<file path="src/rtl/rrt_pkg.sv">
// Shared types, constants and codes of the relay route table.
package rrt_pkg;

  // Table geometry
  localparam int ROUTE_SLOTS = 64;
  localparam int IFACE_SLOTS = 4;
  localparam int IDX_W       = $clog2(ROUTE_SLOTS);
  localparam int CNT_W       = $clog2(ROUTE_SLOTS + 1);
  localparam int STEP_W      = CNT_W + 1;

  // Stream widths
  localparam int IN_DATA_W   = 432;
  localparam int IN_USER_W   = 4;
  localparam int OUT_DATA_W  = 296;
  localparam int OUT_USER_W  = 5;

  // Request types
  localparam logic [1:0] REQ_LOOKUP  = 2'd0;
  localparam logic [1:0] REQ_INSTALL = 2'd1;
  localparam logic [1:0] REQ_REMOVE  = 2'd2;

  // Result status codes
  localparam logic [1:0] STAT_OK      = 2'd0;
  localparam logic [1:0] STAT_NOROUTE = 2'd1;
  localparam logic [1:0] STAT_UNKNOWN = 2'd2;
  localparam logic [1:0] STAT_FULL    = 2'd3;

  // Route kinds
  localparam logic [1:0] KIND_NONTEMP = 2'd0;
  localparam logic [1:0] KIND_TEMP    = 2'd1;
  localparam logic [1:0] KIND_DELEG   = 2'd2;
  localparam logic [1:0] KIND_EXCL    = 2'd3;

  // Configuration register indexes
  localparam logic CFG_IDS   = 1'b0;
  localparam logic CFG_FLAGS = 1'b1;

  localparam logic [7:0] MAX_LEN  = 8'd128;
  localparam int         FLAG_EXCL = 3;

  typedef struct packed {
    logic [63:0] net_hi;
    logic [63:0] net_lo;
    logic [63:0] hop_hi;
    logic [63:0] hop_lo;
    logic [15:0] iface;
    logic [15:0] port;
    logic [7:0]  len;
    logic [1:0]  kind;
    logic        bh;
  } route_t;

  // Wave that runs down the chain during a scan
  typedef struct packed {
    logic             found;
    logic [CNT_W-1:0] cnt;
    route_t           best;
  } token_t;

  // Request held for the whole item, broadcast to every cell
  typedef struct packed {
    route_t      main;
    logic [63:0] excl_hi;
    logic [63:0] excl_lo;
    logic [7:0]  excl_len;
    logic        has_excl;
  } req_t;

  // Per-cycle command to the cells
  typedef struct packed {
    logic             commit;
    logic             compact;
    logic             append;
    logic             add_main;
    logic             add_excl;
    logic [CNT_W-1:0] idx_main;
    logic [CNT_W-1:0] idx_excl;
  } cell_ctl_t;

  typedef enum logic [2:0] {
    ST_IDLE,
    ST_SCAN,
    ST_DECIDE,
    ST_COMPACT,
    ST_APPEND,
    ST_DONE
  } state_t;

endpackage

</file>
<file path="src/rtl/rrt_cell.sv">
// One route slot of the chain: holds a route, scans, compacts and appends.
module rrt_cell (
  input  logic                          clk,
  input  logic                          rst,
  input  logic [rrt_pkg::IDX_W-1:0]     cell_idx,
  input  rrt_pkg::cell_ctl_t            ctl,
  input  rrt_pkg::req_t                 req,
  input  rrt_pkg::token_t               tok_in,
  output rrt_pkg::token_t               tok_out,
  input  logic                          left_valid,
  input  logic                          right_valid,
  input  rrt_pkg::route_t               right_route,
  output logic                          valid,
  output rrt_pkg::route_t               route
);

  logic            kill;
  logic            kill_next;
  logic [63:0]     mask_hi;
  logic [63:0]     mask_lo;
  logic            hit;
  logic            key_main;
  logic            key_excl;
  logic            better;
  logic [rrt_pkg::CNT_W-1:0] my_idx;
  rrt_pkg::route_t excl_route;
  rrt_pkg::token_t tok_next;

  assign my_idx = {1'b0, cell_idx};

  // Build the prefix mask from the stored length
  always_comb begin
    for (int j = 0; j < 64; j++) begin
      mask_hi[j] = (route.len > 8'(63 - j));
      mask_lo[j] = (route.len > 8'(127 - j));
    end
  end

  // Containment and key matches against the broadcast request
  assign hit = (((req.main.net_hi ^ route.net_hi) & mask_hi) == 64'd0) &&
               (((req.main.net_lo ^ route.net_lo) & mask_lo) == 64'd0) &&
               (route.len <= rrt_pkg::MAX_LEN);
  assign key_main = (route.iface == req.main.iface) && (route.len == req.main.len) &&
                    (route.kind == req.main.kind) && (route.net_hi == req.main.net_hi) &&
                    (route.net_lo == req.main.net_lo);
  assign key_excl = req.has_excl && (route.iface == req.main.iface) &&
                    (route.len == req.excl_len) && (route.kind == rrt_pkg::KIND_EXCL) &&
                    (route.net_hi == req.excl_hi) && (route.net_lo == req.excl_lo);
  assign kill_next = valid && (key_main || key_excl);
  assign better = valid && hit && (!tok_in.found || route.len > tok_in.best.len);

  // Advance the scan wave by one cell
  always_comb begin
    tok_next = tok_in;
    tok_next.cnt = tok_in.cnt + rrt_pkg::CNT_W'(valid && !kill_next);
    if (better) begin
      tok_next.found = 1'b1;
      tok_next.best  = route;
    end
  end

  // Blackhole route for an excluded prefix
  always_comb begin
    excl_route        = req.main;
    excl_route.net_hi = req.excl_hi;
    excl_route.net_lo = req.excl_lo;
    excl_route.hop_hi = 64'd0;
    excl_route.hop_lo = 64'd0;
    excl_route.len    = req.excl_len;
    excl_route.kind   = rrt_pkg::KIND_EXCL;
    excl_route.bh     = 1'b1;
  end

  // Scan registers
  always_ff @(posedge clk) begin
    tok_out <= tok_next;
    kill    <= kill_next;
  end

  // Slot contents: drop killed routes, shift left into holes, append
  always_ff @(posedge clk) begin
    if (rst) begin
      valid <= 1'b0;
    end else if (ctl.commit) begin
      if (kill) valid <= 1'b0;
    end else if (ctl.compact) begin
      if (!valid && right_valid) begin
        valid <= 1'b1;
        route <= right_route;
      end else if (valid && !left_valid) begin
        valid <= 1'b0;
      end
    end else if (ctl.append) begin
      if (ctl.add_main && my_idx == ctl.idx_main) begin
        valid <= 1'b1;
        route <= req.main;
      end else if (ctl.add_excl && my_idx == ctl.idx_excl) begin
        valid <= 1'b1;
        route <= excl_route;
      end
    end
  end

endmodule

</file>
<file path="config.mk">
export PLATFORM = sky130hd
export DESIGN_NAME = rrt_cell
export DESIGN_NICKNAME = d
export VERILOG_FILES = /design/src/rtl/rrt_pkg.sv /design/src/rtl/rrt_cell.sv
export SDC_FILE = /design/constraint.sdc
export NUM_CORES = 1
export LEC_CHECK = 0
export BUFFER_PORTS_ARGS = -buffer_cell sky130_fd_sc_hd__buf_2
export CAP_MARGIN = 20
export CORE_AREA = 5 5 641 643
export DETAILED_ROUTE_END_ITERATION = 12
export DIE_AREA = 0 0 646 648
export PLACE_DENSITY = 0.3
export SLEW_MARGIN = 20
export SYNTH_ARGS = -nofsm -noshare
export SYNTH_HDL_FRONTEND = slang
export SYNTH_SLANG_ARGS = --single-unit
</file>
<file path="constraint.sdc">
create_clock -name clk -period 18.33 [get_ports clk]
set_clock_uncertainty 0.15 [all_clocks]
set_input_delay 0 -clock clk [delete_from_list [all_inputs] [get_ports clk]]
set_output_delay 0 -clock clk [all_outputs]
set_load 0.1 [all_outputs]
</file>
* Word level (Yosys, flattened, before mapping)
Index checks and enable logic that the tools add are counted.
** Cells by class
- $add $sub $neg :: 1
- Order comparisons :: 130
- Equality and inequality tests :: 14
- Mux-type cells :: 14
- Bitwise logic cells :: 6
- Reductions and logical operators :: 33
** Operators by type and width (count)
- 299-bit 2-to-1 mux :: 6
- 8-bit by 7-bit > comparator with 1-bit output (second input constant) :: 64
- 64-bit equality test :: 4
- 8-bit by 6-bit > comparator with 1-bit output (second input constant) :: 32
- 64-bit bitwise AND :: 2
- 8-bit by 5-bit > comparator with 1-bit output (second input constant) :: 16
- 64-bit zero test :: 2
- 64-bit bitwise XOR :: 2
- 8-bit by 4-bit > comparator with 1-bit output (second input constant) :: 8
- 8-bit by 3-bit > comparator with 1-bit output (second input constant) :: 4
- 1-bit logical AND :: 19
- 16-bit equality test :: 1
- 8-bit equality test :: 2
- 8-bit by 1-bit > comparator with 1-bit output (second input constant) :: 2
- 8-bit by 2-bit > comparator with 1-bit output (second input constant) :: 2
- 6-bit by 7-bit equality test with 1-bit output :: 2
- 8-bit > comparator :: 1
- 8-bit less-or-equal comparator (second input constant) :: 1
- 1-bit 2-to-1 mux :: 8
- 7-bit by 1-bit adder with 7-bit output :: 1
- 3-bit nonzero test :: 2
- 5-bit AND reduction :: 1
- 1-bit zero test :: 4
- 2-bit by 1-bit != test with 1-bit output (second input constant) :: 2
- other kinds (8) :: 10
** Word-level totals
- Flip-flop bits (word level) :: 608
- Bits of input ports :: 1071
- Output and inout port bits :: 607
- Word-level logic and storage cells :: 220

* Logic depth before layout (Yosys ltp)
- Word-level depth :: 11
- Gate-level depth with buffers :: 16
- Gate-level depth less buffers :: 13

* Worst setup path before layout
OpenSTA, ideal clock, no wires.
- Kind :: input-to-reg
- Start point :: input ctl[8] in the netlist's numbering
- End point :: register route[0] in the netlist's numbering, enable pin
- Library setup time :: 969 ps
- Data arrival time :: 13728 ps
- Required time :: 17211 ps
- Path slack :: 3483 ps
- Stages on the path :: 8
- Path buffers :: 0
- Cell sequence :: xor2_1 -> nor4_1 -> nand4_1 -> o41ai_1 -> a21oi_1 -> or2_2 -> a21o_1 -> nor2_1
** On the way
- Word-level cells in the longest chain between the ends :: 4
** Ends and longest elaborated chain
- from (decl) :: line rrt_cell.sv:6 : input rrt_pkg::cell_ctl_t ctl,
- 6-bit by 7-bit equality test with 1-bit output :: line rrt_cell.sv:94 : if (ctl.add_main && my_idx == ctl.idx_main) begin
- 1-bit logical AND :: line rrt_cell.sv:94
- 3-bit nonzero test (no source line)
- 5-bit AND reduction (no source line)
- to (signal assigned) :: line rrt_cell.sv:89 : route <= right_route;
- to (signal assigned) :: line rrt_cell.sv:96 : route <= req.main;
- to (signal assigned) :: line rrt_cell.sv:99 : route <= excl_route;
- to (decl) :: line rrt_cell.sv:14 : output rrt_pkg::route_t route
No other way between the ends.
A chain may end at the register's enable or synchronous reset.

==> run metrics <==
post-route antenna net violation count 0; Final WS setup around 12000 ps; Routed WL per cell between 20 and 30 um; Root Driver clkbuf_16; Post-CTS Setup Bufs 0; Die Height about 650 um; share of layout cells above drive strength 1 35.8%; Area contributors post-synth edfxtp_1 30%, dfxtp_1 20%, mux2_2 8.2%, mux2_4 5.3%, nand2_1 5.1%; Relative slew margins between 15 and 20%; DIE AREA about 420000 um^2; WS Path Type reg -> reg; critical path arrival 7100 ps; top cells by count, synth 414 x nand2_1, 309 x dfxtp_1, 301 x o21ai_0; crit path to tok_out[305]$_DFF_P_; PwrDens about 70 nW/um^2; CTS Buffer Depth 4; Routed WL around 360000 um; Initial Util between 7 and 8%; DR pass1 iterations 6; DRC 0; H-tree levels 3; I/O Buffers between 1500 and 2000; Slew @ Worst Pin ~1200 ps; r2r startpoint route[221]$_DFFE_PP_; most common cell in the netlist nand2_1; setup violators final 0; Post-synth ARST share 0%; status finished, final reports clean; via count just under 40000; initial antenna violation count 133; TritonCTS clock tree built; Critical Path Sink Type flip-flop; fill count 45624; Power Total roughly 0.0048 W; peak supply drop about 0.063 mV; Cells after DPL 9776; Seq/Total Area, Yosys approximately half; Tcrit/Tclk final between 30% and 40%; DR vias/cell approximately 3.3; TNS Setup 0 ps; #FFs+latches synth 608; Yosys top cell by area edfxtp_1; Max Freq around 150 MHz; Req. time, crit path around 19000 ps; pin count of the biggest net entering global routing 179; vias in the first global route ~41000; Synth Cell Area ~30000 um^2; worst hold margin 41.2 ps; DP Wirelength just over 300000 um; first-pass GRT wire length approximately 440000 um; Initial DRC Count roughly 2300; synthesized instance count around 2700; YS warnings 0; final critical-path required period roughly 6500 ps; Placeable Area 405000 um^2; HP Class in -> reg; Clock Latency Late Sink ~840 ps; Worst Setup SP route[221]$_DFFE_PP_; Synth cell types a little under 80; number of primary I/O pins 1678; CTS Sinks slightly above 600; Layout Cells excl Fill approximately 12000; Placer Congestion 0.931; average cell area after synthesis approximately 11 um^2; Post-Place Worst Slack 11820 ps; Max-Cap Viols 0; row count 234; Die X-Extent about 650 um; number of synthesized flops with an enable pin between 200 and 300; gr usage total 16.2%; NumNets Final 7487; Reg-to-Reg End tok_out[305]$_DFF_P_; Remaining Overflow, GRT 0; main flop type after synthesis dfxtp_1; kind of start point of the critical path flip-flop; worst-path fanout max 4; Synth top area share just under 30%; clk slew on worst S/H paths around 60 ps; Leak 28.7 nW; max-slew violations 0; Register-to-Register Setup Slack roughly 12000 ps; CTS buffer count a little over 90; worst r2r path cells 16; RSZ-0062 raised after global routing no; synthesis-to-layout area growth 126%; syn nets around 3800; final hold viol count 0
-- kinds of logic after synthesis --
kind of cell	Yosys count	synth area share, %
compound gates	485	9.18
xor+xnor	298	8.61
fa+ha+maj	11	0.446
buf+inv	202	3.03
flops	608	50.0
mux	469	18.2
simple gates	671	10.6
-- layout make-up --
| type | count | area [um^2] | area share, % |
|---|---|---|---|
| clock buffers | 127 | 2640 | 3.84 |
| well taps | 5428 | 6790 | 9.89 |
| flip-flops and latches | 608 | 15200 | 22.1 |
| multi-input cells | 1934 | 14600 | 21.3 |
| repair buffers | 3747 | 28900 | 42.1 |
| clock inverters | 36 | 337 | 0.490 |
| inverters | 23 | 86.3 | 0.126 |
| diodes | 57 | 143 | 0.208 |
-- flip-flops by register name (all words and copies together) (netlist names) --
signal and count:
valid 1, route 299, tok_out 307, kill 1
-- routing by layer --
metal / global-route usage (%) / wire length (um)
met5: 0 / 130
met4: 6.56 / 17400
met3: 3.52 / 21800
met2: 28.7 / 176000
met1: 18.7 / 141000
-- report_power, final --
group          switching (W)  leakage (nW)  internal, W
clock network       0.000781          1.48      0.00106
logic               0.000869          21.8     0.000521
registers          0.0000674          5.33      0.00149
-- worst max-delay path: stages (launching register included) --
cell and delay, ps:
edfxtp_1 600, xnor2_2 900, nand4_1 240, or4_1 520
or4b_2 700, or4_1 440, nor3_1 410, a41oi_1 80
dlygate4sd3_1 580, buf_4 220, and2_1 190, ha_1 210
ha_1 210, and3_1 210, nand3_1 100, xnor2_1 110
dlygate4sd3_1 550
-- worst min-delay path by stage --
stage          slack (ps)        start  depth (start not counted)              endpoint
2_1_floorplan         -80          rst                          1    valid$_SDFFE_PP0P_
3_3_place_gp           50  tok_in[305]                          2  tok_out[305]$_DFF_P_
3_5_place_dp           60  tok_in[305]                          2  tok_out[305]$_DFF_P_
4_1_cts                 3      ctl[17]                          3   route[80]$_DFFE_PP_
5_1_grt                70    tok_in[6]                          3    tok_out[6]$_DFF_P_
6_report               40    tok_in[7]                          4    tok_out[7]$_DFF_P_
-- through the flow --
step           util (%)  instance area [um^2]
2_1_floorplan         -                 30300
3_3_place_gp       11.3                 45800
3_5_place_dp       11.3                 45900
4_1_cts            16.9                 68500
5_1_grt            17.0                 68600
6_report           17.0                 68700
-- cell usage in the layout, fill, tap and decap left out, types with 7 or more instances in the layout --
cell / netlist / layout
xor2_1: 126 / 109
mux2i_1: 141 / 141
nand2_1: 414 / 414
edfxtp_1: 299 / 299
dfxtp_1: 309 / 309
a21o_1: 9 / 9
buf_2: 42 / 1676
o221ai_1: 7 / 7
or2_2: 7 / 7
a211oi_1: 10 / 10
diode_2: 0 / 57
xnor2_1: 172 / 150
nor3_1: 20 / 20
mux2_4: 107 / 107
o2111ai_1: 7 / 7
nor4_1: 43 / 41
dlygate4sd3_1: 0 / 1964
nand3_1: 13 / 12
nor2_1: 40 / 39
clkbuf_8: 0 / 14
nand4b_1: 8 / 8
clkbuf_1: 99 / 18
nand4_1: 47 / 47
xor2_2: 0 / 17
mux2_2: 221 / 221
a221oi_1: 8 / 8
or4_1: 8 / 8
and2_1: 8 / 8
o21ai_0: 301 / 301
a21oi_1: 61 / 61
buf_4: 3 / 99
xnor2_2: 0 / 22
o22ai_1: 20 / 20
clkinv_2: 0 / 19
nand2b_1: 10 / 10
ha_1: 10 / 10
clkbuf_16: 0 / 95
inv_1: 23 / 23
-- what timing repair did --
action,in CTS,in global routing
resized for setup,0,0
endpoints found under the hold margin,646,0
hold buffers,1964,0
(Power assumes the default switching activity.)
