File: src/rtl/rrt_pkg.sv
// Shared types, constants and codes of the relay route table.
package rrt_pkg;

  // Table geometry
  localparam int ROUTE_SLOTS = 64;
  localparam int IFACE_SLOTS = 4;
  localparam int IDX_W       = $clog2(ROUTE_SLOTS);
  localparam int CNT_W       = $clog2(ROUTE_SLOTS + 1);
  localparam int STEP_W      = CNT_W + 1;

  // Stream widths
  localparam int IN_DATA_W   = 432;
  localparam int IN_USER_W   = 4;
  localparam int OUT_DATA_W  = 296;
  localparam int OUT_USER_W  = 5;

  // Request types
  localparam logic [1:0] REQ_LOOKUP  = 2'd0;
  localparam logic [1:0] REQ_INSTALL = 2'd1;
  localparam logic [1:0] REQ_REMOVE  = 2'd2;

  // Result status codes
  localparam logic [1:0] STAT_OK      = 2'd0;
  localparam logic [1:0] STAT_NOROUTE = 2'd1;
  localparam logic [1:0] STAT_UNKNOWN = 2'd2;
  localparam logic [1:0] STAT_FULL    = 2'd3;

  // Route kinds
  localparam logic [1:0] KIND_NONTEMP = 2'd0;
  localparam logic [1:0] KIND_TEMP    = 2'd1;
  localparam logic [1:0] KIND_DELEG   = 2'd2;
  localparam logic [1:0] KIND_EXCL    = 2'd3;

  // Configuration register indexes
  localparam logic CFG_IDS   = 1'b0;
  localparam logic CFG_FLAGS = 1'b1;

  localparam logic [7:0] MAX_LEN  = 8'd128;
  localparam int         FLAG_EXCL = 3;

  typedef struct packed {
    logic [63:0] net_hi;
    logic [63:0] net_lo;
    logic [63:0] hop_hi;
    logic [63:0] hop_lo;
    logic [15:0] iface;
    logic [15:0] port;
    logic [7:0]  len;
    logic [1:0]  kind;
    logic        bh;
  } route_t;

  // Wave that runs down the chain during a scan
  typedef struct packed {
    logic             found;
    logic [CNT_W-1:0] cnt;
    route_t           best;
  } token_t;

  // Request held for the whole item, broadcast to every cell
  typedef struct packed {
    route_t      main;
    logic [63:0] excl_hi;
    logic [63:0] excl_lo;
    logic [7:0]  excl_len;
    logic        has_excl;
  } req_t;

  // Per-cycle command to the cells
  typedef struct packed {
    logic             commit;
    logic             compact;
    logic             append;
    logic             add_main;
    logic             add_excl;
    logic [CNT_W-1:0] idx_main;
    logic [CNT_W-1:0] idx_excl;
  } cell_ctl_t;

  typedef enum logic [2:0] {
    ST_IDLE,
    ST_SCAN,
    ST_DECIDE,
    ST_COMPACT,
    ST_APPEND,
    ST_DONE
  } state_t;

endpackage

File: src/rtl/rrt_ctrl.sv
// Sequencer of the route table: item intake, scan, commit, compaction, result.
module rrt_ctrl (
  input  logic                              clk,
  input  logic                              rst,
  input  logic                              s_tvalid,
  output logic                              s_tready,
  input  logic [rrt_pkg::IN_DATA_W-1:0]     s_tdata,
  input  logic [rrt_pkg::IN_USER_W-1:0]     s_tuser,
  output logic                              m_tvalid,
  input  logic                              m_tready,
  output logic [rrt_pkg::OUT_DATA_W-1:0]    m_tdata,
  output logic [rrt_pkg::OUT_USER_W-1:0]    m_tuser,
  input  logic                              cfg_valid,
  output logic                              cfg_ready,
  input  logic                              cfg_index,
  input  logic [63:0]                       cfg_data,
  input  rrt_pkg::token_t                   tok_last,
  output rrt_pkg::req_t                     req,
  output rrt_pkg::cell_ctl_t                ctl
);

  localparam logic [rrt_pkg::STEP_W-1:0] SCAN_END =
    rrt_pkg::STEP_W'(rrt_pkg::ROUTE_SLOTS - 1);
  localparam logic [rrt_pkg::STEP_W-1:0] COMPACT_END =
    rrt_pkg::STEP_W'(2 * rrt_pkg::ROUTE_SLOTS - 1);
  localparam logic [rrt_pkg::STEP_W-1:0] SLOTS_W =
    rrt_pkg::STEP_W'(rrt_pkg::ROUTE_SLOTS);

  rrt_pkg::state_t state, state_next;
  logic [63:0] ids;
  logic [15:0] flags;
  logic [rrt_pkg::STEP_W-1:0] step;
  logic        is_lookup, add_main, add_excl;
  logic [1:0]  res_status;
  rrt_pkg::route_t res_route;
  logic [rrt_pkg::CNT_W-1:0] surv_cnt;

  logic        accept;
  logic [1:0]  in_rt, in_kind, in_mk;
  logic [15:0] in_iface;
  logic [7:0]  in_elen;
  logic        in_lookup, iface_ok, in_has_excl;
  logic [3:0]  iface_flags;
  logic        overfull;
  logic [rrt_pkg::CNT_W-1:0] cnt_plus;

  assign cfg_ready = 1'b1;
  assign accept    = s_tvalid && s_tready;
  assign in_rt     = s_tuser[1:0];
  assign in_kind   = s_tuser[3:2];
  assign in_iface  = s_tdata[15:0];
  assign in_elen   = s_tdata[431:424];
  assign in_lookup = (in_rt == rrt_pkg::REQ_LOOKUP) || (in_rt == 2'd3);
  assign in_has_excl = (in_elen <= rrt_pkg::MAX_LEN);
  assign in_mk = (in_kind == rrt_pkg::KIND_NONTEMP) ? rrt_pkg::KIND_NONTEMP :
                 (in_kind == rrt_pkg::KIND_TEMP) ? rrt_pkg::KIND_TEMP : rrt_pkg::KIND_DELEG;

  // Find the first interface slot with this id
  always_comb begin
    iface_ok    = 1'b0;
    iface_flags = 4'd0;
    for (int i = rrt_pkg::IFACE_SLOTS - 1; i >= 0; i--) begin
      if (ids[16*i +: 16] != 16'd0 && ids[16*i +: 16] == in_iface) begin
        iface_ok    = 1'b1;
        iface_flags = flags[4*i +: 4];
      end
    end
  end

  // Survivors plus appends must fit in the table
  assign cnt_plus = tok_last.cnt + rrt_pkg::CNT_W'(add_main);
  assign overfull = ({1'b0, cnt_plus} + rrt_pkg::STEP_W'(add_excl)) > SLOTS_W;

  // Next state
  always_comb begin
    state_next = state;
    case (state)
      rrt_pkg::ST_IDLE: begin
        if (accept) begin
          if (!in_lookup && !iface_ok) state_next = rrt_pkg::ST_DONE;
          else state_next = rrt_pkg::ST_SCAN;
        end
      end
      rrt_pkg::ST_SCAN: begin
        if (step == SCAN_END) state_next = rrt_pkg::ST_DECIDE;
      end
      rrt_pkg::ST_DECIDE: begin
        if (is_lookup || overfull) state_next = rrt_pkg::ST_DONE;
        else state_next = rrt_pkg::ST_COMPACT;
      end
      rrt_pkg::ST_COMPACT: begin
        if (step == COMPACT_END) state_next = rrt_pkg::ST_APPEND;
      end
      rrt_pkg::ST_APPEND: state_next = rrt_pkg::ST_DONE;
      rrt_pkg::ST_DONE: begin
        if (!m_tvalid || m_tready) state_next = rrt_pkg::ST_IDLE;
      end
      default: state_next = rrt_pkg::ST_IDLE;
    endcase
  end

  // Outputs toward the cells and the input side
  always_comb begin
    s_tready     = 1'b0;
    ctl          = '0;
    ctl.add_main = add_main;
    ctl.add_excl = add_excl;
    ctl.idx_main = surv_cnt;
    ctl.idx_excl = surv_cnt + rrt_pkg::CNT_W'(add_main);
    case (state)
      rrt_pkg::ST_IDLE:    s_tready    = 1'b1;
      rrt_pkg::ST_DECIDE:  ctl.commit  = !is_lookup && !overfull;
      rrt_pkg::ST_COMPACT: ctl.compact = 1'b1;
      rrt_pkg::ST_APPEND:  ctl.append  = 1'b1;
      default: ;
    endcase
  end

  // State, configuration and output valid
  always_ff @(posedge clk) begin
    if (rst) begin
      state    <= rrt_pkg::ST_IDLE;
      ids      <= 64'd0;
      flags    <= 16'd0;
      m_tvalid <= 1'b0;
    end else begin
      state <= state_next;
      if (cfg_valid && cfg_ready) begin
        if (cfg_index == rrt_pkg::CFG_IDS) ids <= cfg_data;
        else flags <= cfg_data[15:0];
      end
      if (state == rrt_pkg::ST_DONE && (!m_tvalid || m_tready)) m_tvalid <= 1'b1;
      else if (m_tready) m_tvalid <= 1'b0;
    end
  end

  // Step counter, request and result registers
  always_ff @(posedge clk) begin
    if (state == rrt_pkg::ST_SCAN || state == rrt_pkg::ST_COMPACT) step <= step + 1'b1;
    else if (state == rrt_pkg::ST_DECIDE) step <= SLOTS_W;
    else step <= '0;

    // Hold the survivor count; the wave skews while the chain compacts
    if (state == rrt_pkg::ST_DECIDE) surv_cnt <= tok_last.cnt;

    if (accept) begin
      req.main.iface  <= in_iface;
      req.main.port   <= s_tdata[31:16];
      req.main.net_hi <= s_tdata[95:32];
      req.main.net_lo <= s_tdata[159:96];
      req.main.len    <= s_tdata[167:160];
      req.main.hop_hi <= s_tdata[231:168];
      req.main.hop_lo <= s_tdata[295:232];
      req.main.kind   <= in_mk;
      req.main.bh     <= 1'b0;
      req.excl_hi     <= s_tdata[359:296];
      req.excl_lo     <= s_tdata[423:360];
      req.excl_len    <= in_elen;
      req.has_excl    <= in_has_excl;
      is_lookup       <= in_lookup;
      add_main        <= (in_rt == rrt_pkg::REQ_INSTALL) && iface_flags[in_mk];
      add_excl        <= (in_rt == rrt_pkg::REQ_INSTALL) && in_has_excl &&
                         iface_flags[rrt_pkg::FLAG_EXCL];
      res_status      <= rrt_pkg::STAT_UNKNOWN;
      res_route       <= '0;
    end else if (state == rrt_pkg::ST_DECIDE) begin
      if (is_lookup) begin
        res_status <= tok_last.found ? rrt_pkg::STAT_OK : rrt_pkg::STAT_NOROUTE;
        res_route  <= tok_last.found ? tok_last.best : '0;
      end else begin
        res_status <= overfull ? rrt_pkg::STAT_FULL : rrt_pkg::STAT_OK;
        res_route  <= '0;
      end
    end

    if (state == rrt_pkg::ST_DONE && (!m_tvalid || m_tready)) begin
      m_tdata <= {res_route.port, res_route.iface, res_route.hop_lo, res_route.hop_hi,
                  res_route.len, res_route.net_lo, res_route.net_hi};
      m_tuser <= {res_route.bh, res_route.kind, res_status};
    end
  end

endmodule

File: config.mk
export PLATFORM = sky130hd
export DESIGN_NAME = rrt_ctrl
export DESIGN_NICKNAME = d
export VERILOG_FILES = /design/src/rtl/rrt_pkg.sv /design/src/rtl/rrt_ctrl.sv
export SDC_FILE = /design/constraint.sdc
export NUM_CORES = 1
export LEC_CHECK = 0
export BUFFER_PORTS_ARGS = -buffer_cell sky130_fd_sc_hd__buf_4
export CORE_AREA = 2 2 608 610
export CTS_CLUSTER_DIAMETER = 150
export DETAILED_ROUTE_END_ITERATION = 10
export DIE_AREA = 0 0 610 612
export PLACE_DENSITY_LB_ADDON = 0.12
export SLEW_MARGIN = 5
export SYNTH_ARGS = -nofsm -noshare
export SYNTH_HDL_FRONTEND = slang
export SYNTH_SLANG_ARGS = --single-unit
File: constraint.sdc
create_clock -name clk -period 14.3 [get_ports clk]
set_clock_uncertainty 0.05 [all_clocks]
set_input_delay 0.715 -clock clk [delete_from_list [all_inputs] [get_ports clk]]
set_output_delay 0.715 -clock clk [all_outputs]
set_load 0.05 [all_outputs]
== Word-level counts from Yosys, hierarchy flattened ==
Index checks and enable logic that the tools add are counted.
Operators by class
  mux-type cells: 32
  equal/unequal tests: 18
  bitwise logic cells: 1
  order comparisons: 3
  reduce and logical (&&, ||, !) cells: 31
  add/subtract/negate cells: 4
Operators with widths (count)
  $mux 299: 2
  $eq 16x16->1: 4
  $reduce_bool 16->1: 4
  $mux 3: 6
  $pmux 3 s6: 1
  $mux 4: 4
  $add 7x1->7: 2
  $mux 1: 12
  $logic_and 1x1->1: 11
  $add 7x1->8: 1
  $add 8x1->8 const B: 1
  $eq 8x6->1 const B: 1
  $eq 8x7->1 const B: 1
  $gt 8x7->1 const B: 1
  $le 8x8->1 const B: 1
  $mux 2: 4
  $mux 8: 1
  $mux 7: 1
  $eq 3x2->1 const B: 2
  $eq 3x3->1 const B: 2
  $ne 2x2->1 const B: 3
  $logic_not 1->1: 5
  $eq 2x1->1 const B: 2
  $logic_not 2->1: 2
  other kinds (11): 15
Word-level totals
  word-level logic and storage cells: 122
  bits of input ports: 813
  bits in registers: 1139
  output and inout port bits: 759

== Longest topological paths before layout ==
Gate-level depths: netlist of the first run.
  word-level depth: 11
  depth in mapped cells: 10
  mapped depth without buffers: 10

== Worst setup path after synthesis of the first run ==
No wires, ideal clock.
  kind: reg-to-reg
  start point: register state[2]
  end point: register add_excl, enable pin
  required time: 13.278 ns
  data arrival time: 13.983 ns
  stages on the path, launching flop included: 6
  setup time: 0.972 ns
  setup slack: -0.706 ns
  path buffers: 3
  clock period less this slack: 15.006 ns
  path through: dfxtp_1 > clkbuf_1 > nor3_1 > and2_1 > clkbuf_1 > clkbuf_1
On the way
  cells in the longest elaborated chain, start to end: 3
Ends and longest elaborated chain
  start, declared: RTL line rrt_ctrl.sv:29  | rrt_pkg::state_t state, state_next;
  start signal, assigned: RTL line rrt_ctrl.sv:122  | state <= rrt_pkg::ST_IDLE;
  start signal, assigned: RTL line rrt_ctrl.sv:127  | state <= state_next;
  $logic_not 3->1: RTL line rrt_ctrl.sv:110  | case (state)
  $mux 1: RTL line rrt_ctrl.sv:110
  named net s_tready: RTL line rrt_ctrl.sv:6  | output logic s_tready,
  $logic_and 1x1->1: RTL line rrt_ctrl.sv:48  | assign accept = s_tvalid && s_tready;
  named net accept: RTL line rrt_ctrl.sv:38  | logic accept;
  end signal, assigned: RTL line rrt_ctrl.sv:162  | add_excl <= (in_rt == rrt_pkg::REQ_INSTALL) && in_has_excl &&
  end, declared: RTL line rrt_ctrl.sv:33  | logic is_lookup, add_main, add_excl;
The timed path passes the listed nets, and every way through them passes these cells.
A chain may end at the register's enable or synchronous reset.

==> metrics.log, run 1 <==
[metrics] Post-Syn Instances: 2730
[metrics] number of nets in the layout: 5765
[metrics] Filler Cell Count: 40500
[metrics] worst max-slew margin expressed relative to the limit: -19.2%
[metrics] total setup buffers inserted after CTS: 0
[metrics] crit path kind: input port to primary output
[metrics] Mapped Avg Cell Area: 13.9 sq um
[metrics] post-synthesis async set-or-reset flop share: 0%
[metrics] buffers from clock root to sink, at most: 4
[metrics] CTS resizes: 0
[metrics] first element of the critical path: tok_last[299]
[metrics] Finished Core Util: 18.3%
[metrics] number of warnings printed during yosys synthesis: 0
[metrics] post-DR wirelength/cell: 32.0 um
[metrics] outcome: finished with violations
[metrics] required time reported for the critical path endpoint: 13530 ps
[metrics] area of the core: 367000 sq um
[metrics] Total Routed Length: 319 mm
[metrics] HP Start: s_tdata[40]
[metrics] switching share of total power: 37.4%
[metrics] number of max-capacitance violations reported: 0
[metrics] Internal Power: 7.07 mW
[metrics] H-Tree Depth: 4
[metrics] Synth cell types: 54
[metrics] number of endpoints with negative hold slack in the final report: 0
[metrics] final period utilization: 35.2%
[metrics] most frequent cells in the layout: sky130_fd_sc_hd__buf_4, sky130_fd_sc_hd__edfxtp_1, sky130_fd_sc_hd__dlygate4sd3_1, sky130_fd_sc_hd__nand2_1, sky130_fd_sc_hd__dfxtp_1
[metrics] number of design-rule violations left by the first detailed-router iteration: 1983
[metrics] Worst Tran Pin Value: 1790 ps
[metrics] Layout area overhead: 76.7%
[metrics] final antenna-violating net count: 0
[metrics] most common library cell in the layout ignoring fill and taps: sky130_fd_sc_hd__buf_4
[metrics] final routed DRC violation total: 0
[metrics] leakage power: 24.6 nW
[metrics] number of top-level pins: 1572
[metrics] post-detail-place hpwl: 259 mm
[metrics] Port-buffer cells: 1569
[metrics] area of all sequential standard cells: 30300 sq um
[metrics] setup violators final: 0
[metrics] reg-to-reg setup timing slack: 10400 ps
[metrics] vias: 32600
[metrics] nature of the critical path endpoint: primary output
[metrics] CTS root buffer: sky130_fd_sc_hd__clkbuf_16
[metrics] number of global-route vias before repair: 33200
[metrics] hold buffers post-CTS: 630
[metrics] die span in x: 610 um
[metrics] Row Count: 223
[metrics] share of power burned in registers: 37.3%
[metrics] cell area power density: 168 nW/um^2
[metrics] prevailing post-synth register cell: sky130_fd_sc_hd__edfxtp_1
[metrics] Num CTS Buffers: 168
[metrics] Reg2Reg Depth: 4
[metrics] logic gate share of total power: 25.8%
[metrics] highest ir drop seen on vdd: 0.0862 mV
[metrics] final critical path time including I/O delays and setup: 5040 ps
[metrics] average via count per standard cell: 3.28
[metrics] violated checks: slew limit
[metrics] TritonCTS clock tree: built
[metrics] number of sinks on the clock net: 1139
[metrics] post-synth net total: 3551
[metrics] global-route wire length before repair: 392 mm
[metrics] worst skew pair latency: 860 ps
[metrics] unrepaired setup endpoints after global routing: no
[metrics] maximum number of pins on one net before global-route repair: 179
[metrics] Starting Density: 10.3%
[metrics] data arrival time of the critical path: 4270 ps
[metrics] clock network power share: 36.9%
[metrics] startpoint type of the worst setup path: input port
[metrics] Worst Path Max Fanout: 4
[metrics] Die Footprint: 373000 sq um
[metrics] Routability Congestion: 0.943
[metrics] flip-flop and latch count after synthesis: 1139
[metrics] type of the tightest min-delay check: input port to flop
[metrics] final max-slew violation count: 86
[metrics] net switching component of the power: 4.23 mW
[metrics] Die Y-Extent: 612 um
[metrics] setup tns final: 0 ps
[metrics] GRT Overall Usage: 16.4%
[metrics] layout cells sized above 1: 36.4%
[metrics] worst reg2reg startpoint: state[2]$_SDFFE_PP0P_
[metrics] top achievable clock speed: 199 MHz
[metrics] initial antenna violation count: 212
[metrics] Cells on Worst Hold Path: 1
[metrics] first-pass iteration count of the detailed router: 5
[metrics] EDFF count, synth: 746
[metrics] Reg clk slew, reported paths: 50 ps
[metrics] total standard cell area after synthesis: 38000 sq um
[metrics] multi-input gate area in the final layout: 7000 sq um
[metrics] sequential share of the synthesized area: 79.7%
[metrics] total grt overflow: 0
## power groups by stage
stage                     combinational, mW  clock, mW  sequential, mW
final                                  2.92       4.17            4.22
after global routing                   3.03       4.46            4.24
after CTS                              3.01       4.37            4.22
after detailed placement               2.82          0            4.27
after global placement                 2.83          0            4.28
after floorplan                       0.367          0            5.34
## layout make-up
cell class | instances | area share, %
flip-flops and latches | 1139 | 45.1
repair buffers | 2228 | 27.3
multi-input cells | 1398 | 10.4
well taps | 4837 | 9.01
clock buffers | 249 | 7.17
clock inverters | 51 | 0.775
diodes | 37 | 0.138
inverters | 9 | 0.0615
## flip-flops by register name, indices dropped and copies added (netlist names)
signal	count
res_route	299
add_excl	1
add_main	1
state	3
m_tvalid	1
surv_cnt	7
m_tuser	5
m_tdata	296
ids	64
req	435
res_status	2
step	8
flags	16
is_lookup	1
## metrics by stage
step | hold slack, ps | worst slack, ps | power, mW | area (sq um) | std cells
after floorplan | 353 | 5810 | 5.71 | 38000 | 2730
after global placement | 359 | 9590 | 7.12 | 55400 | 8981
after detailed placement | 362 | 9750 | 7.09 | 55400 | 8981
after CTS | 0.143 | 9090 | 11.6 | 67100 | 9911
after global routing | 32.5 | 9010 | 11.7 | 67100 | 9931
final | 97.0 | 9260 | 11.3 | 67100 | 9948
## metal layers
layer | GRT usage [%] | wire length, um
met2 | 29.4 | 160000
met1 | 18.9 | 124000
met3 | 5.33 | 25400
met5 | 0 | 479
met4 | 3.71 | 8660
## critical path, cell delays in order
cell                            delay (ps)
sky130_fd_sc_hd__dlygate4sd3_1         600
sky130_fd_sc_hd__buf_4                 160
sky130_fd_sc_hd__ha_1                  230
sky130_fd_sc_hd__ha_1                  310
sky130_fd_sc_hd__ha_1                  190
sky130_fd_sc_hd__inv_1                  80
sky130_fd_sc_hd__xnor2_1               200
sky130_fd_sc_hd__nand2_1                70
sky130_fd_sc_hd__or4_1                 500
sky130_fd_sc_hd__a211o_1               340
sky130_fd_sc_hd__a41oi_2               420
sky130_fd_sc_hd__and2_1                200
sky130_fd_sc_hd__buf_4                 240
## path summary, 6_finish.rpt
kind,to
worst max register to register,m_tdata[24]$_DFFE_PP_
worst min register to register,m_tdata[245]$_DFFE_PP_
worst min-delay path,req[380]$_DFFE_PP_
worst max-delay path,ctl[18]
## cell families (layout without fill, tap and decap cells)
kind of cell | Yosys count | count (layout) | share of synthesized area [%]
AOI/OAI and AO/OA | 414 | 414 | 5.67
adders and majority gates | 8 | 8 | 0.263
muxes | 3 | 3 | 0.0790
xor gates and xnor gates | 81 | 81 | 1.87
and+or+nand+nor | 890 | 890 | 10.4
other | 2 | 39 | 0.0198
buffers and inverters | 193 | 2537 | 1.98
DFF | 1139 | 1139 | 79.7
## synth_stat cells, drive strengths merged, types with 2 or more instances
cell type,count,area (sq um)
and3,2,12.5
and2,8,50.1
xnor2,75,657
dfxtp,393,7870
o211ai,3,22.5
or4,3,22.5
mux2i,3,30.0
o2111ai,3,26.3
buf,22,109
edfxtp,746,22400
conb,2,7.51
nand4,24,150
o21ai,6,30.0
o32ai,2,17.5
a211oi,2,15.0
a21oi,384,1920
inv,9,33.8
nor4,21,138
o221ai,2,17.5
nand3,313,1570
xor2,6,52.6
nor2b,7,43.8
nand2b,5,31.3
and4,3,26.3
ha,8,100
nor3,4,20.0
nand2,475,1780
or3b,2,17.5
clkbuf,162,608
nor2,18,67.6
Note: power is estimated with default switching activity, not from simulation.
==> run 2: changes to the inputs <==
--- a/config.mk
+++ b/config.mk
@@ -6,10 +6,10 @@
 export NUM_CORES = 1
 export LEC_CHECK = 0
 export BUFFER_PORTS_ARGS = -buffer_cell sky130_fd_sc_hd__buf_4
-export CORE_AREA = 2 2 608 610
+export CORE_AREA = 2 2 612 614
 export CTS_CLUSTER_DIAMETER = 150
 export DETAILED_ROUTE_END_ITERATION = 10
-export DIE_AREA = 0 0 610 612
+export DIE_AREA = 0 0 614 616
 export PLACE_DENSITY_LB_ADDON = 0.12
 export SLEW_MARGIN = 5
 export SYNTH_ARGS = -nofsm -noshare
==> constraint.sdc (replaced) <==
create_clock -name clk -period 4.93 [get_ports clk]
set_clock_uncertainty 0.05 [all_clocks]
set_input_delay 0.2465 -clock clk [delete_from_list [all_inputs] [get_ports clk]]
set_output_delay 0.2465 -clock clk [all_outputs]
set_load 0.05 [all_outputs]
==> metrics.log, run 2 (same netlist as run 1, synthesis figures left out) <==
[metrics] outcome: complete, no violations (was finished with violations)
[metrics] number of design-rule violations left by the first detailed-router iteration: 2138 (was 1983)
[metrics] final period utilization: 87.8%
[metrics] number of endpoints with negative hold slack in the final report: 0 (unchanged)
[metrics] Worst Setup EP: ctl[18] (unchanged)
[metrics] Die Footprint: 378000 sq um (was 373000 sq um)
[metrics] hold_ws: 95.9 ps (was 97.0 ps)
[metrics] setup tns final: 0 ps (unchanged)
[metrics] average via count per standard cell: 3.25 (was 3.28)
[metrics] Total Routed Length: 315 mm (was 319 mm)
[metrics] Row Count: 224 (was 223)
[metrics] reg-to-reg setup timing slack: 1770 ps (was 10400 ps)
[metrics] Layout area overhead: 86.1% (was 76.7%)
[metrics] r2r endpoint: res_status[0]$_SDFFE_PP0P_ (was m_tdata[24]$_DFFE_PP_)
[metrics] initial antenna violation count: 220 (was 212)
[metrics] number of sinks on the clock net: 1139 (unchanged)
[metrics] final critical path time including I/O delays and setup: 4330 ps
[metrics] Num CTS Buffers: 166 (was 168)
[metrics] Reg2Reg Depth: 10 (was 4)
[metrics] Routability Congestion: 0.977 (was 0.943)
[metrics] hold buffers post-CTS: 922 (was 630)
[metrics] required time reported for the critical path endpoint: 4630 ps (was 13530 ps)
[metrics] worst skew pair latency: 840 ps (was 860 ps)
[metrics] least setup slack across all paths after layout: 603 ps (was 9260 ps)
[metrics] worst reg2reg startpoint: add_main$_DFFE_PP_ (was state[2]$_SDFFE_PP0P_)
[metrics] H-Tree Depth: 4 (unchanged)
[metrics] number of global-route vias before repair: 33500 (was 33200)
[metrics] largest registers: req x435, res_route x299, m_tdata x296 (unchanged)
[metrics] Worst Path Max Fanout: 7 (was 4)
[metrics] Port-buffer cells: 1569 (unchanged)
[metrics] total setup buffers inserted after CTS: 0 (unchanged)
[metrics] worst max-slew margin expressed relative to the limit: 31.7% (was -19.2%)
[metrics] placement-stage worst setup slack: 1440 ps (was 9750 ps)
[metrics] # placed instances: 9130 (was 8981)
[metrics] Final Non-Filler Cells: 10400 (was 9948)
[metrics] highest ir drop seen on vdd: 0.233 mV (was 0.0862 mV)
[metrics] Worst Tran Pin Value: 1020 ps (was 1790 ps)
[metrics] HP Start: s_tdata[357] (was s_tdata[40])
[metrics] nature of the critical path endpoint: primary output (unchanged)
[metrics] setup violators final: 0 (unchanged)
[metrics] number of nets in the layout: 6069 (was 5765)
[metrics] startpoint type of the worst setup path: flop (was input port)
[metrics] type of the tightest min-delay check: input port to flop (unchanged)
[metrics] TritonCTS clock tree: built (unchanged)
[metrics] top achievable clock speed: 231 MHz
[metrics] leakage power: 26.1 nW (was 24.6 nW)
[metrics] final max-slew violation count: 0 (was 86)
[metrics] register name with the most flops: req (unchanged)
[metrics] die span in x: 614 um (was 610 um)
[metrics] area of the core: 371000 sq um (was 367000 sq um)
[metrics] total grt overflow: 0 (unchanged)
[metrics] GRT Overall Usage: 15.9% (was 16.4%)
[metrics] CTS resizes: 0 (unchanged)
[metrics] Starting Density: 10.2% (was 10.3%)
[metrics] vias: 33900 (was 32600)
[metrics] crit path kind: flop to primary output (was input port to primary output)
[metrics] first element of the critical path: add_main$_DFFE_PP_ (was tok_last[299])
[metrics] most common library cell in the layout ignoring fill and taps: sky130_fd_sc_hd__buf_4 (unchanged)
[metrics] flip-flop count of the largest register, all copies and words added: 435 (unchanged)
[metrics] first-pass iteration count of the detailed router: 5 (unchanged)
[metrics] post-detail-place hpwl: 255 mm (was 259 mm)
[metrics] global-route wire length before repair: 390 mm (was 392 mm)
[metrics] buffers from clock root to sink, at most: 4 (unchanged)
[metrics] number of max-capacitance violations reported: 0 (unchanged)
[metrics] final routed DRC violation total: 0 (unchanged)
[metrics] post-DR wirelength/cell: 30.2 um (was 32.0 um)
[metrics] CTS root buffer: sky130_fd_sc_hd__clkbuf_16 (unchanged)
[metrics] most frequent cells in the layout: sky130_fd_sc_hd__buf_4, sky130_fd_sc_hd__dlygate4sd3_1, sky130_fd_sc_hd__edfxtp_1, sky130_fd_sc_hd__nand2_1, sky130_fd_sc_hd__dfxtp_1 (was sky130_fd_sc_hd__buf_4, sky130_fd_sc_hd__edfxtp_1, sky130_fd_sc_hd__dlygate4sd3_1, sky130_fd_sc_hd__nand2_1, sky130_fd_sc_hd__dfxtp_1)
[metrics] Reg clk slew, reported paths: 60 ps (was 50 ps)
[metrics] number of top-level pins: 1572 (unchanged)
[metrics] layout cells sized above 1: 34.7% (was 36.4%)
[metrics] data arrival time of the critical path: 4030 ps (was 4270 ps)
[metrics] unrepaired setup endpoints after global routing: no (unchanged)
[metrics] cell area power density: 468 nW/um^2 (was 168 nW/um^2)
[metrics] maximum number of pins on one net before global-route repair: 133 (was 179)
[metrics] Die Y-Extent: 616 um (was 612 um)
[metrics] final antenna-violating net count: 0 (unchanged)
[run 2: cell type report]
class,instances,area [sq um]
Antenna cell,84,210
Timing Repair Buffer,2534,21600
Inverter,9,41.3
Clock buffer,237,4760
Clock inverter,65,639
Tap cell,4972,6220
Multi-Input combinational cell,1398,7000
Fill cell,40800,301000
Sequential cell,1139,30300
[run 2: per-layer routing]
| metal | GRT usage (%) | up-vias | wire (um) |
|---|---|---|---|
| met1 | 21.1 | 17200 | 141000 |
| met5 | 0 | - | 336 |
| li1 | - | 15000 | - |
| met3 | 3.34 | 395 | 18200 |
| met4 | 2.98 | 52 | 6610 |
| met2 | 26.7 | 1285 | 149000 |
[run 2: power breakdown]
group	switching, mW	leakage (nW)	internal (mW)
Sequential	0.464	10.2	11.5
Combinational	6.61	13.2	2.26
Clock	5.09	2.65	7.19
Total	12.2	26.1	20.9
[run 2: worst min-delay path by stage]
stage | to | slack (ps) | cells past startpoint
floorplan | req[100]$_DFFE_PP_ | 300 | 0
global placement | m_tdata[240]$_DFFE_PP_ | 360 | 0
detailed placement | m_tuser[0]$_DFFE_PP_ | 360 | 0
CTS | req[39]$_DFFE_PP_ | 1 | 2
global route | req[134]$_DFFE_PP_ | 30 | 2
finish | req[134]$_DFFE_PP_ | 100 | 2
[run 2: critical path: stages, from the launching register on]
cell	delay (ps)
sky130_fd_sc_hd__edfxtp_1	430
sky130_fd_sc_hd__ha_1	250
sky130_fd_sc_hd__ha_1	300
sky130_fd_sc_hd__ha_1	280
sky130_fd_sc_hd__nor2_1	180
sky130_fd_sc_hd__nand2_1	80
sky130_fd_sc_hd__or4_1	500
sky130_fd_sc_hd__a211o_1	330
sky130_fd_sc_hd__a41oi_2	180
sky130_fd_sc_hd__buf_4	270
sky130_fd_sc_hd__and2_1	170
sky130_fd_sc_hd__buf_4	200
[run 2: stage by stage]
stage	util (%)	total power, mW	area, sq um
2_1_floorplan	-	16.2	38000
3_3_place_gp	15.0	20.6	55900
3_5_place_dp	15.0	20.5	55900
4_1_cts	19.0	34.0	70500
5_1_grt	19.0	34.3	70600
6_report	19.0	33.1	70700
